File: config.mk
export PLATFORM = sky130hd
export DESIGN_NAME = imu_frame_parser_resync_unit
export DESIGN_NICKNAME = d
export VERILOG_FILES = /design/src/rtl/imu_fp_pkg.sv /design/src/rtl/imu_fp_front.sv /design/src/rtl/imu_fp_back.sv /design/src/rtl/imu_frame_parser_resync_unit.sv
export SDC_FILE = /design/constraint.sdc
export NUM_CORES = 1
export LEC_CHECK = 0
export ABC_AREA = 1
export BUFFER_PORTS_ARGS = -buffer_cell sky130_fd_sc_hd__buf_2
export CORE_ASPECT_RATIO = 1.5
export CORE_MARGIN = 10
export CORE_UTILIZATION = 30
export DETAILED_ROUTE_END_ITERATION = 6
export GPL_ROUTABILITY_DRIVEN = 0
export PLACE_DENSITY = 0.55
export SYNTH_ARGS = -nofsm -noshare
export SYNTH_HDL_FRONTEND = slang
export SYNTH_SLANG_ARGS = --single-unit
File: constraint.sdc
create_clock -name clk -period 19.3 [get_ports clk]
set_input_delay 1.93 -clock clk [delete_from_list [all_inputs] [get_ports clk]]
set_output_delay 1.93 -clock clk [all_outputs]
set_load 0.1 [all_outputs]
File: src/rtl/imu_fp_pkg.sv
// Shared constants, event codes and queue entry type for the IMU frame parser.
package imu_fp_pkg;

  localparam int unsigned FILL_W      = 4;
  localparam int unsigned FRAME_LEN   = 11;
  localparam int unsigned SUM_LEN     = 10;
  localparam int unsigned Q_DEPTH_DEF = 2;

  localparam logic [7:0] HDR_BYTE   = 8'h55;
  localparam logic [7:0] TYPE_ACC   = 8'h51;
  localparam logic [7:0] TYPE_GYRO  = 8'h52;
  localparam logic [7:0] TYPE_ANGLE = 8'h53;

  localparam logic [1:0] EV_COLLECT  = 2'd0;
  localparam logic [1:0] EV_VALID    = 2'd1;
  localparam logic [1:0] EV_BAD_SUM  = 2'd2;
  localparam logic [1:0] EV_BAD_TYPE = 2'd3;

  typedef struct packed {
    logic [7:0] data;
    logic       is_hdr;
    logic       type_ok;
  } q_entry_t;

endpackage

File: src/rtl/imu_fp_front.sv
// Front end: accepts received bytes, tags header and type matches, and queues them.
module imu_fp_front #(
  parameter int unsigned QUEUE_DEPTH = imu_fp_pkg::Q_DEPTH_DEF
) (
  input  logic                  clk,
  input  logic                  rst,
  input  logic                  rx_valid,
  output logic                  rx_stall,
  input  logic [7:0]            rx_byte,
  output logic                  q_valid,
  output imu_fp_pkg::q_entry_t  q_entry,
  input  logic                  q_pop
);
  import imu_fp_pkg::*;

  localparam int unsigned PTR_W = (QUEUE_DEPTH > 1) ? $clog2(QUEUE_DEPTH) : 1;
  localparam int unsigned CNT_W = $clog2(QUEUE_DEPTH + 1);

  q_entry_t             slots [QUEUE_DEPTH];
  logic [PTR_W-1:0]     wr_ptr;
  logic [PTR_W-1:0]     rd_ptr;
  logic [CNT_W-1:0]     count;
  q_entry_t             tagged_in;
  logic                 push;
  logic                 pop;

  always_comb begin
    tagged_in.data    = rx_byte;
    tagged_in.is_hdr  = (rx_byte == HDR_BYTE);
    tagged_in.type_ok = (rx_byte == TYPE_ACC) || (rx_byte == TYPE_GYRO) ||
                        (rx_byte == TYPE_ANGLE);
  end

  assign rx_stall = (count == CNT_W'(QUEUE_DEPTH));
  assign q_valid  = (count != '0);
  assign q_entry  = slots[rd_ptr];
  assign push     = rx_valid && !rx_stall;
  assign pop      = q_pop && q_valid;

  always_ff @(posedge clk) begin
    if (push) begin
      slots[wr_ptr] <= tagged_in;
    end
  end

  always_ff @(posedge clk) begin
    if (rst) begin
      wr_ptr <= '0;
      rd_ptr <= '0;
      count  <= '0;
    end else begin
      if (push) begin
        wr_ptr <= (wr_ptr == PTR_W'(QUEUE_DEPTH - 1)) ? '0 : wr_ptr + 1'b1;
      end
      if (pop) begin
        rd_ptr <= (rd_ptr == PTR_W'(QUEUE_DEPTH - 1)) ? '0 : rd_ptr + 1'b1;
      end
      case ({push, pop})
        2'b10:   count <= count + 1'b1;
        2'b01:   count <= count - 1'b1;
        default: count <= count;
      endcase
    end
  end

endmodule

File: src/rtl/imu_fp_back.sv
// Back end: frame store, checksum and resync sequencer, counters and result register.
module imu_fp_back (
  input  logic                               clk,
  input  logic                               rst,
  input  logic                               q_valid,
  input  imu_fp_pkg::q_entry_t               q_entry,
  output logic                               q_pop,
  output logic                               res_valid,
  input  logic                               res_stall,
  output logic [1:0]                         event_res,
  output logic [7:0]                         frame_type,
  output logic [63:0]                        payload,
  output logic [imu_fp_pkg::FILL_W-1:0]      fill_level,
  output logic [31:0]                        rx_byte_total,
  output logic [31:0]                        valid_frame_total,
  output logic [31:0]                        bad_checksum_total
);
  import imu_fp_pkg::*;

  localparam logic [2:0] ST_IDLE  = 3'd0;
  localparam logic [2:0] ST_SUM   = 3'd1;
  localparam logic [2:0] ST_CHECK = 3'd2;
  localparam logic [2:0] ST_SCAN  = 3'd3;
  localparam logic [2:0] ST_DONE  = 3'd4;

  logic [2:0]        state;
  logic [7:0]        store [FRAME_LEN];
  logic [FILL_W-1:0] fill;
  logic [FILL_W-1:0] sum_idx;
  logic [7:0]        sum;
  logic [1:0]        pend_ev;
  logic [7:0]        pend_type;
  logic [63:0]       pend_pay;
  logic [31:0]       byte_cnt;
  logic [31:0]       good_cnt;
  logic [31:0]       bad_cnt;
  logic [7:0]        last_type;
  logic [63:0]       pay_pack;
  logic              res_load;
  logic              frame_ok;

  assign q_pop    = (state == ST_IDLE) && q_valid;
  assign res_load = (state == ST_DONE) && (!res_valid || !res_stall);
  assign frame_ok = (store[0] == HDR_BYTE) && (store[FRAME_LEN-1] == sum);

  always_comb begin
    for (int k = 0; k < 8; k++) begin
      pay_pack[8*k +: 8] = store[2+k];
    end
  end

  // Frame bytes: a new byte lands at the fill position; a resync shifts
  // the whole store down one slot per cycle.
  always_ff @(posedge clk) begin
    if (q_pop && !(fill == '0 && !q_entry.is_hdr)) begin
      store[fill] <= q_entry.data;
    end else if (state == ST_SCAN && fill > FILL_W'(1)) begin
      for (int i = 0; i < FRAME_LEN - 1; i++) begin
        store[i] <= store[i+1];
      end
    end
  end

  always_ff @(posedge clk) begin
    if (rst) begin
      state     <= ST_IDLE;
      fill      <= '0;
      sum_idx   <= '0;
      sum       <= '0;
      pend_ev   <= EV_COLLECT;
      pend_type <= '0;
      pend_pay  <= '0;
      byte_cnt  <= '0;
      good_cnt  <= '0;
      bad_cnt   <= '0;
      last_type <= '0;
    end else begin
      case (state)
        ST_IDLE: begin
          if (q_valid) begin
            byte_cnt <= byte_cnt + 1'b1;
            pend_pay <= '0;
            if (fill == '0 && !q_entry.is_hdr) begin
              pend_ev   <= EV_COLLECT;
              pend_type <= last_type;
              state     <= ST_DONE;
            end else begin
              fill <= fill + 1'b1;
              if (fill == FILL_W'(1) && !q_entry.type_ok) begin
                pend_ev   <= EV_BAD_TYPE;
                pend_type <= q_entry.data;
                state     <= ST_SCAN;
              end else begin
                pend_ev   <= EV_COLLECT;
                pend_type <= last_type;
                if (fill == FILL_W'(FRAME_LEN - 1)) begin
                  sum_idx <= '0;
                  sum     <= '0;
                  state   <= ST_SUM;
                end else begin
                  state <= ST_DONE;
                end
              end
            end
          end
        end
        ST_SUM: begin
          sum <= sum + store[sum_idx];
          if (sum_idx == FILL_W'(SUM_LEN - 1)) begin
            state <= ST_CHECK;
          end else begin
            sum_idx <= sum_idx + 1'b1;
          end
        end
        ST_CHECK: begin
          pend_type <= store[1];
          pend_pay  <= pay_pack;
          if (frame_ok) begin
            pend_ev   <= EV_VALID;
            good_cnt  <= good_cnt + 1'b1;
            last_type <= store[1];
            fill      <= '0;
            state     <= ST_DONE;
          end else begin
            pend_ev <= EV_BAD_SUM;
            bad_cnt <= bad_cnt + 1'b1;
            state   <= ST_SCAN;
          end
        end
        ST_SCAN: begin
          // The byte in slot 1 becomes slot 0; stop once it is a header.
          if (fill <= FILL_W'(1)) begin
            fill  <= '0;
            state <= ST_DONE;
          end else begin
            fill <= fill - 1'b1;
            if (store[1] == HDR_BYTE) begin
              state <= ST_DONE;
            end
          end
        end
        ST_DONE: begin
          if (res_load) begin
            state <= ST_IDLE;
          end
        end
        default: begin
          state <= ST_IDLE;
        end
      endcase
    end
  end

  always_ff @(posedge clk) begin
    if (rst) begin
      res_valid <= 1'b0;
    end else if (res_load) begin
      res_valid <= 1'b1;
    end else if (!res_stall) begin
      res_valid <= 1'b0;
    end
  end

  always_ff @(posedge clk) begin
    if (res_load) begin
      event_res          <= pend_ev;
      frame_type         <= pend_type;
      payload            <= pend_pay;
      fill_level         <= fill;
      rx_byte_total      <= byte_cnt;
      valid_frame_total  <= good_cnt;
      bad_checksum_total <= bad_cnt;
    end
  end

  a_check_moves_one_counter: assert property (@(posedge clk) disable iff (rst)
    (state == ST_CHECK) |=>
      ((good_cnt != $past(good_cnt)) != (bad_cnt != $past(bad_cnt))))
    else $error("checksum decision must move exactly one frame counter");

  a_scan_shrinks: assert property (@(posedge clk) disable iff (rst)
    (state == ST_SCAN) |=> (fill == '0) || (fill < $past(fill)))
    else $error("resync scan did not shrink the buffer");

  a_pop_counts_byte: assert property (@(posedge clk) disable iff (rst)
    q_pop |=> (byte_cnt == $past(byte_cnt) + 32'd1) && (state != ST_IDLE))
    else $error("accepted byte not counted or sequencer stayed idle");

  a_valid_frame_empties: assert property (@(posedge clk) disable iff (rst)
    (res_load && pend_ev == EV_VALID) |=> res_valid && (fill_level == '0))
    else $error("valid frame result does not report an empty buffer");

  a_fill_in_range: assert property (@(posedge clk) disable iff (rst)
    res_valid |-> (fill_level <= FILL_W'(FRAME_LEN - 1)))
    else $error("reported fill level beyond a partial frame");

endmodule

File: src/rtl/imu_frame_parser_resync_unit.sv
// Top level of the IMU frame parser: byte queue front end and frame sequencer.
//
//   channel  direction  handshake            fields
//   rx       in         rx_valid/rx_stall    rx_byte
//   res      out        res_valid/res_stall  event_res, frame_type, payload,
//                                            fill_level, rx_byte_total,
//                                            valid_frame_total, bad_checksum_total
//
// Each byte passes the sequencer's idle and done states; a bad type byte also
// passes the resync scan. The eleventh byte of a frame runs the checksum loop,
// then the resync if the checksum fails: the checksum loop reads one stored
// byte per cycle and the resync shifts the frame store one slot per cycle.
// Reset clears the queue, fill count, counters and last type; the frame store
// is not cleared and only slots below the fill count are read.
// The input queue keeps accepting until full while the sequencer or the result
// register is stalled; a held result stops the sequencer taking the next byte.
module imu_frame_parser_resync_unit #(
  parameter int unsigned QUEUE_DEPTH = imu_fp_pkg::Q_DEPTH_DEF
) (
  input  logic                           clk,
  input  logic                           rst,
  input  logic                           rx_valid,
  output logic                           rx_stall,
  input  logic [7:0]                     rx_byte,
  output logic                           res_valid,
  input  logic                           res_stall,
  output logic [1:0]                     event_res,
  output logic [7:0]                     frame_type,
  output logic [63:0]                    payload,
  output logic [imu_fp_pkg::FILL_W-1:0]  fill_level,
  output logic [31:0]                    rx_byte_total,
  output logic [31:0]                    valid_frame_total,
  output logic [31:0]                    bad_checksum_total
);
  import imu_fp_pkg::*;

  logic     q_valid;
  logic     q_pop;
  q_entry_t q_entry;

  imu_fp_front #(
    .QUEUE_DEPTH(QUEUE_DEPTH)
  ) u_front (
    .clk      (clk),
    .rst      (rst),
    .rx_valid (rx_valid),
    .rx_stall (rx_stall),
    .rx_byte  (rx_byte),
    .q_valid  (q_valid),
    .q_entry  (q_entry),
    .q_pop    (q_pop)
  );

  imu_fp_back u_back (
    .clk                (clk),
    .rst                (rst),
    .q_valid            (q_valid),
    .q_entry            (q_entry),
    .q_pop              (q_pop),
    .res_valid          (res_valid),
    .res_stall          (res_stall),
    .event_res          (event_res),
    .frame_type         (frame_type),
    .payload            (payload),
    .fill_level         (fill_level),
    .rx_byte_total      (rx_byte_total),
    .valid_frame_total  (valid_frame_total),
    .bad_checksum_total (bad_checksum_total)
  );

endmodule
### Word level (Yosys, flattened, before mapping)

Memory sizes are Yosys's and may differ from the RTL's. A register that Yosys moved wholly into a read port is not among the register bits.
Index checks and enable logic that the tools add are counted.

* flip-flop bits (word level): 376
* bits in latches: 0
* bits in writable memories: 108
* ROM bits: 0
* logic and storage cells: 155
* memories kept: 2

Memory list
* u_back.store: words 11, width 8, read ports 12, clocked after Yosys merged registers in 1, wr ports 10, line imu_fp_back.sv:27 `logic [7:0] store [FRAME_LEN];`
* u_front.slots: words 2, width 10, read ports 1, clocked after Yosys merged registers in 1, wr ports 1, line imu_fp_front.sv:19 `q_entry_t slots [QUEUE_DEPTH];`

* $add $sub $neg: 11
* $mul: 0
* divide/modulo/power cells: 0
* $lt $le $gt $ge: 2
* equal/unequal tests: 27
* shift operators: 0
* multiplexer cells: 56
* bitwise gates (word level): 1
* reduce and logical (&&, ||, !) cells: 34

Operators with widths (count)
* 64-bit one-hot mux with 2 select lines: 1
* 32-bit by 1-bit adder with 32-bit output (second input constant): 3
* 64-bit 2-to-1 mux: 1
* 8-bit 2-to-1 mux: 8
* 8-bit by 7-bit equality test with 1-bit output (second input constant): 6
* 4-bit 2-to-1 mux: 12
* 8-bit one-hot mux with 2 select lines: 2
* 3-bit 2-to-1 mux: 9
* 3-bit one-hot mux with 5 select lines: 1
* 1-bit 2-to-1 mux: 14
* 4-bit one-hot mux with 3 select lines: 1
* 2-bit by 1-bit inequality test with 1-bit output (second input constant): 5
* 1-bit logical AND: 9
* 4-bit by 1-bit adder with 4-bit output (second input constant): 2
* 8-bit adder: 1
* 4-bit equality test (second input constant): 2
* 8-bit equality test: 1
* 2-bit 2-to-1 mux: 4
* 2-bit inequality test (second input constant): 4
* 2-bit one-hot mux with 2 select lines: 2
* 4-bit one-hot mux with 2 select lines: 1
* 2-bit AND reduction: 4
* 4-bit AND reduction: 2
* 2-bit nonzero test: 4
* 22 further kinds: 32

### Longest topological paths before layout

* word-level depth: 8
* mapped depth: 18
* gate-level depth less buffers: 15

### Hierarchy

Synthesis repeated with hierarchy kept, for this count alone.

* cell total of the unflattened synthesis: 2254
* area, all modules: 22077.4 um^2

By module, submodules not included
* imu_fp_back: times used 1, cells an instance 2175, area an instance 21048.9 um^2, sequential area each 13112.6 um^2
* imu_fp_front: times used 1, cells an instance 79, area an instance 1028.5 um^2, sequential area each 700.7 um^2

### Least setup slack after synthesis

OpenSTA, ideal clock, no wires.

* path kind: in2reg
* from: in res_stall
* to: reg u_back.bad_checksum_total[0] (enable)
* library setup time: 0.710 ns
* arrival time: 9.284 ns
* required time: 18.590 ns
* setup slack: 9.306 ns
* stages on the path: 3
* path buffers: 0
* cell sequence: nand2_1 -> inv_1 -> nor2_1

* longest elaborated chain between the ends: 3

RTL lines
* start: declaration: line imu_frame_parser_resync_unit.sv:26 `input logic res_stall,`
* 1-bit zero test: line imu_fp_back.sv:43 `assign res_load = (state == ST_DONE) && (!res_valid || !res_stall);`
* 1-bit logical OR: line imu_fp_back.sv:43
* 1-bit logical AND: line imu_fp_back.sv:43
* named net u_back.res_load: line imu_fp_back.sv:39 `logic res_load;`
* end signal: assignment: line imu_fp_back.sv:172 `bad_checksum_total <= bad_cnt;`
* end: declaration: line imu_fp_back.sv:16 `output logic [31:0] bad_checksum_total`

The timed path passes the listed nets, and every way through them passes these cells.
A chain may end at the register's enable or synchronous reset.

==> flow_metrics.env <==
export IMPL_fmax_ghz=0.265
export IMPL_num_antenna_cells=0
export IMPL_die_h_um=352
export IMPL_synth_fa_ha_area_share_pct=1.06
export IMPL_ys_warnings_count=0
export IMPL_synth_top_family_by_area="simple AND/OR/NAND/NOR gates"
export IMPL_synth_simple_area_share_pct=18.2
export IMPL_dp_cells=3289
export IMPL_synth_mux_area_fraction_pct=0.364
export IMPL_drv_slew=0
export IMPL_cp_cell_sequence="buf_4, inv_2, o21ai_0, o221ai_1, nand3_1, nand2_1, ha_1, fa_1, nand3_1, nand3_1, a21oi_1, o21bai_1, a21oi_1, o21ai_0, a21oi_1"
export IMPL_grt_max_degree=161
export IMPL_hold_buffers=0
export IMPL_synth_compound_area_share_pct=10.1
export IMPL_p_total_uw=3720
export IMPL_combPwrFrac_pct=32.8
export IMPL_netSwitchingFraction_pct=42.7
export IMPL_n_fill_cell=7279
export IMPL_via_count=16700
export IMPL_min_period_ns=3.77
export IMPL_r2r_slack_ns=15.53
export IMPL_fin_crit_sh_pct=19.5
export IMPL_root_buffer="clkbuf_16"
export IMPL_endpoint_kind="flop"
export IMPL_wl_per_cell_um=18.6
export IMPL_worstSetupPathType="flop to flop"
export IMPL_syn_num_nets=2298
export IMPL_coreArea_mm2=0.0727
export IMPL_max_cap_violations=0
export IMPL_final_area_mm2=0.0255
export IMPL_syn_area_mm2=0.0220
export IMPL_drtPass1Iterations=6
export IMPL_syn_area_per_cell_um2=9.70
export IMPL_initial_core_util_pct=30.3
export IMPL_num_rows=121
export IMPL_p_clk_share_pct=28.1
export IMPL_holdCritStartpoint="u_back.pend_pay[28]"
export IMPL_fp_dieArea_mm2=0.0848
export IMPL_top_level_ports=188
export IMPL_antenna_left=0
export IMPL_finalNonFillerCells=3385
export IMPL_hold_path_class="flop to flop"
export IMPL_drc_errors=0
export IMPL_grt_usage_pct=14.4
export IMPL_fin_nets=2450
export IMPL_cts_sinks=529
export IMPL_gr_total_overflow=0
export IMPL_drt_met1_wl_um=24200
export IMPL_fin_util_pct=35.2
export IMPL_reg2reg_depth=15
export IMPL_yosysUniqueCellTypes=39
export IMPL_place_area_mm2=0.0238
export IMPL_yosysSeqAreaShare_pct=62.8
export IMPL_routed_top_layer="met5"
export IMPL_grt_pass1_vias=16400
export IMPL_drt_total_wl_um=63100
export IMPL_numCtsBuffers=51
export IMPL_p_per_area_mw_per_mm2=145
export IMPL_ir_drop_mv=0.0641
export IMPL_status="complete, no violations"
export IMPL_fp_dieW_um=241
export IMPL_critPathLaunchType="flop"
export IMPL_path_clk_slew_ns=0.07
export IMPL_critPathMaxStageDelay_ns=0.58
export IMPL_synth_xor_area_share_pct=2.67
export IMPL_internal_power_uw=2130
export IMPL_htreeDepth=2
export IMPL_port_buffers=187
export IMPL_met3_length_um=3530
export IMPL_syn_inst=2268
export IMPL_cts_resized=0
export IMPL_setup_tns_final_ns=0
export IMPL_clock_latency_ns=0.62
export IMPL_dp_hpwl_um=44600
export IMPL_clock_path_buffers=3
export IMPL_syn2layout_area_growth_pct=16.2
export IMPL_drtIter0Drc=1187
export IMPL_r2r_end="u_back.sum[6]"
export IMPL_post_cts_buffers=0
export IMPL_grt_pass1_wl_um=95300
export IMPL_met2RoutedLength_um=32700
export IMPL_relSlewSlack_pct=12.2
export IMPL_skew_ns=0.0237
export IMPL_setup_viol=0
export IMPL_drive_gt1_share_pct=12.5
export IMPL_cp_max_fo=68
export IMPL_worstPathRequired_ns=19.85
export IMPL_leakagePower_uw=0.00901
export IMPL_cp_slowest_cell="inv_2"
export IMPL_rsz0062_at_grt="no"
export IMPL_cts_tree="yes"
export IMPL_viasPerCell=4.94
export IMPL_synth_seq_cells=529
export IMPL_holdPathStages=0
export IMPL_antenna_found_initial=4
export IMPL_switching_power_uw=1590
export IMPL_hold_violations=0
export IMPL_min_to="u_back.payload[28]"
export IMPL_cp_data_arrival_time_ns=4.32
export IMPL_p_seq_share_pct=39.2
export IMPL_tightest_slew_ns=1.30
routing by layer:
| layer | up-vias | track usage [%] |
|---|---|---|
| li1 | 8015 | - |
| met1 | 8000 | 16.0 |
| met2 | 550 | 26.5 |
| met3 | 147 | 2.27 |
| met4 | 2 | 6.60 |
| met5 | - | 0 |
layout make-up:
cell class	instances	area, µm²	share of cell area, %
Clock buffer	64	1440	5.63
Clock inverter	32	319	1.25
Inverter	171	642	2.51
Multi-Input combinational cell	1468	7140	27.9
Sequential cell	529	13800	54.1
Tap cell	922	1150	4.52
Timing Repair Buffer	199	1040	4.07
cells in the final DEF (no fill, tap or decap), types with 9 or more instances in the layout:
master,n
nand2_1,577
edfxtp_1,322
a21oi_1,227
dfxtp_1,207
buf_2,186
inv_1,166
o21ai_0,163
nor2_1,133
nand3_1,93
nor3_1,64
clkbuf_16,54
xor2_1,44
nand4_1,27
xnor2_1,23
ha_1,17
o211ai_1,14
buf_4,12
nor3b_1,11
a31oi_1,10
nor4_1,9
synth_stat cells:
cell | n | share of area (%)
a21oi_1 | 227 | 5.2
a21oi_2 | 1 | 0.040
a31oi_1 | 10 | 0.28
and3_1 | 5 | 0.14
buf_1 | 3 | 0.051
buf_2 | 32 | 0.73
clkbuf_1 | 64 | 1.1
clkbuf_2 | 1 | 0.023
clkinv_1 | 1 | 0.017
dfxtp_1 | 207 | 19
edfxtp_1 | 322 | 44
fa_1 | 1 | 0.091
ha_1 | 17 | 0.97
inv_1 | 167 | 2.8
inv_2 | 3 | 0.051
mux2i_1 | 8 | 0.36
nand2_1 | 577 | 9.8
nand2_2 | 1 | 0.028
nand3_1 | 93 | 2.1
nand3_2 | 2 | 0.091
nand3b_1 | 7 | 0.24
nand4_1 | 27 | 0.77
nor2_1 | 134 | 2.3
nor2_2 | 6 | 0.17
nor2_4 | 1 | 0.051
nor3_1 | 64 | 1.5
nor3b_1 | 11 | 0.38
nor3b_2 | 1 | 0.057
nor4_1 | 9 | 0.26
nor4b_1 | 1 | 0.040
o211ai_1 | 14 | 0.48
o21a_1 | 1 | 0.034
o21ai_0 | 163 | 3.7
o21bai_1 | 2 | 0.068
o221ai_1 | 7 | 0.28
or2_1 | 3 | 0.085
or2_2 | 8 | 0.23
xnor2_1 | 23 | 0.92
xor2_1 | 44 | 1.8
flip-flops by register name, summed over array words and instances, names as in the netlist, 20 cells and up, named ones only:
register,flops
u_back.rx_byte_total,32
u_back.store,128
u_back.valid_frame_total,32
u_back.payload,64
u_front.slots,20
u_back.byte_cnt,32
u_back.pend_pay,64
u_back.bad_cnt,32
u_back.bad_checksum_total,32
u_back.good_cnt,32
per-stage QoR:
stage	hold slack, ns	setup WS, ns
after floorplan	0.403	9.31
after global placement	0.419	15.18
after detailed placement	0.415	15.11
after CTS	0.433	15.56
after global routing	0.443	15.20
final	0.432	15.53
cell families after synthesis:
kind of cell	after synthesis
multiplexers	8
buffers and inverters	271
AO/OA/AOI/OAI	425
flip-flops	529
adder cells (fa/ha/maj)	18
XOR/XNOR	67
AND/OR/NAND/NOR	950
worst max-delay path by stage:
stage | start | slack, ns | end | depth (start not counted)
floorplan | res_stall | 9.31 | u_back.bad_checksum_total[0] | 3
global placement | rst | 15.18 | flop | 4
detailed placement | rst | 15.11 | u_back.sum_idx[2] | 4
CTS | flop | 15.56 | u_back.sum[6] | 15
global route | flop | 15.20 | u_back.sum[6] | 15
finish | flop | 15.53 | u_back.sum[6] | 15
power groups by stage:
| stage | Sequential [µW] | Combinational, µW | Clock, µW |
|---|---|---|---|
| floorplan | 2190 | 282 | 0 |
| global placement | 1480 | 1220 | 0 |
| detailed placement | 1480 | 1230 | 0 |
| CTS | 1460 | 1230 | 1070 |
| global route | 1470 | 1270 | 1110 |
| finish | 1460 | 1220 | 1040 |
worst max-delay path: cells and delay by family (launching register included):
| family | cells | cell delay (ns) |
|---|---|---|
| buffers and inverters | 2 | 1.09 |
| adder cells (fa/ha/maj) | 2 | 0.65 |
| AND/OR/NAND/NOR | 4 | 0.45 |
| AO/OA/AOI/OAI | 7 | 1.16 |
| flip-flops | 1 | 0.31 |
Power figures use the tool's default switching activity.
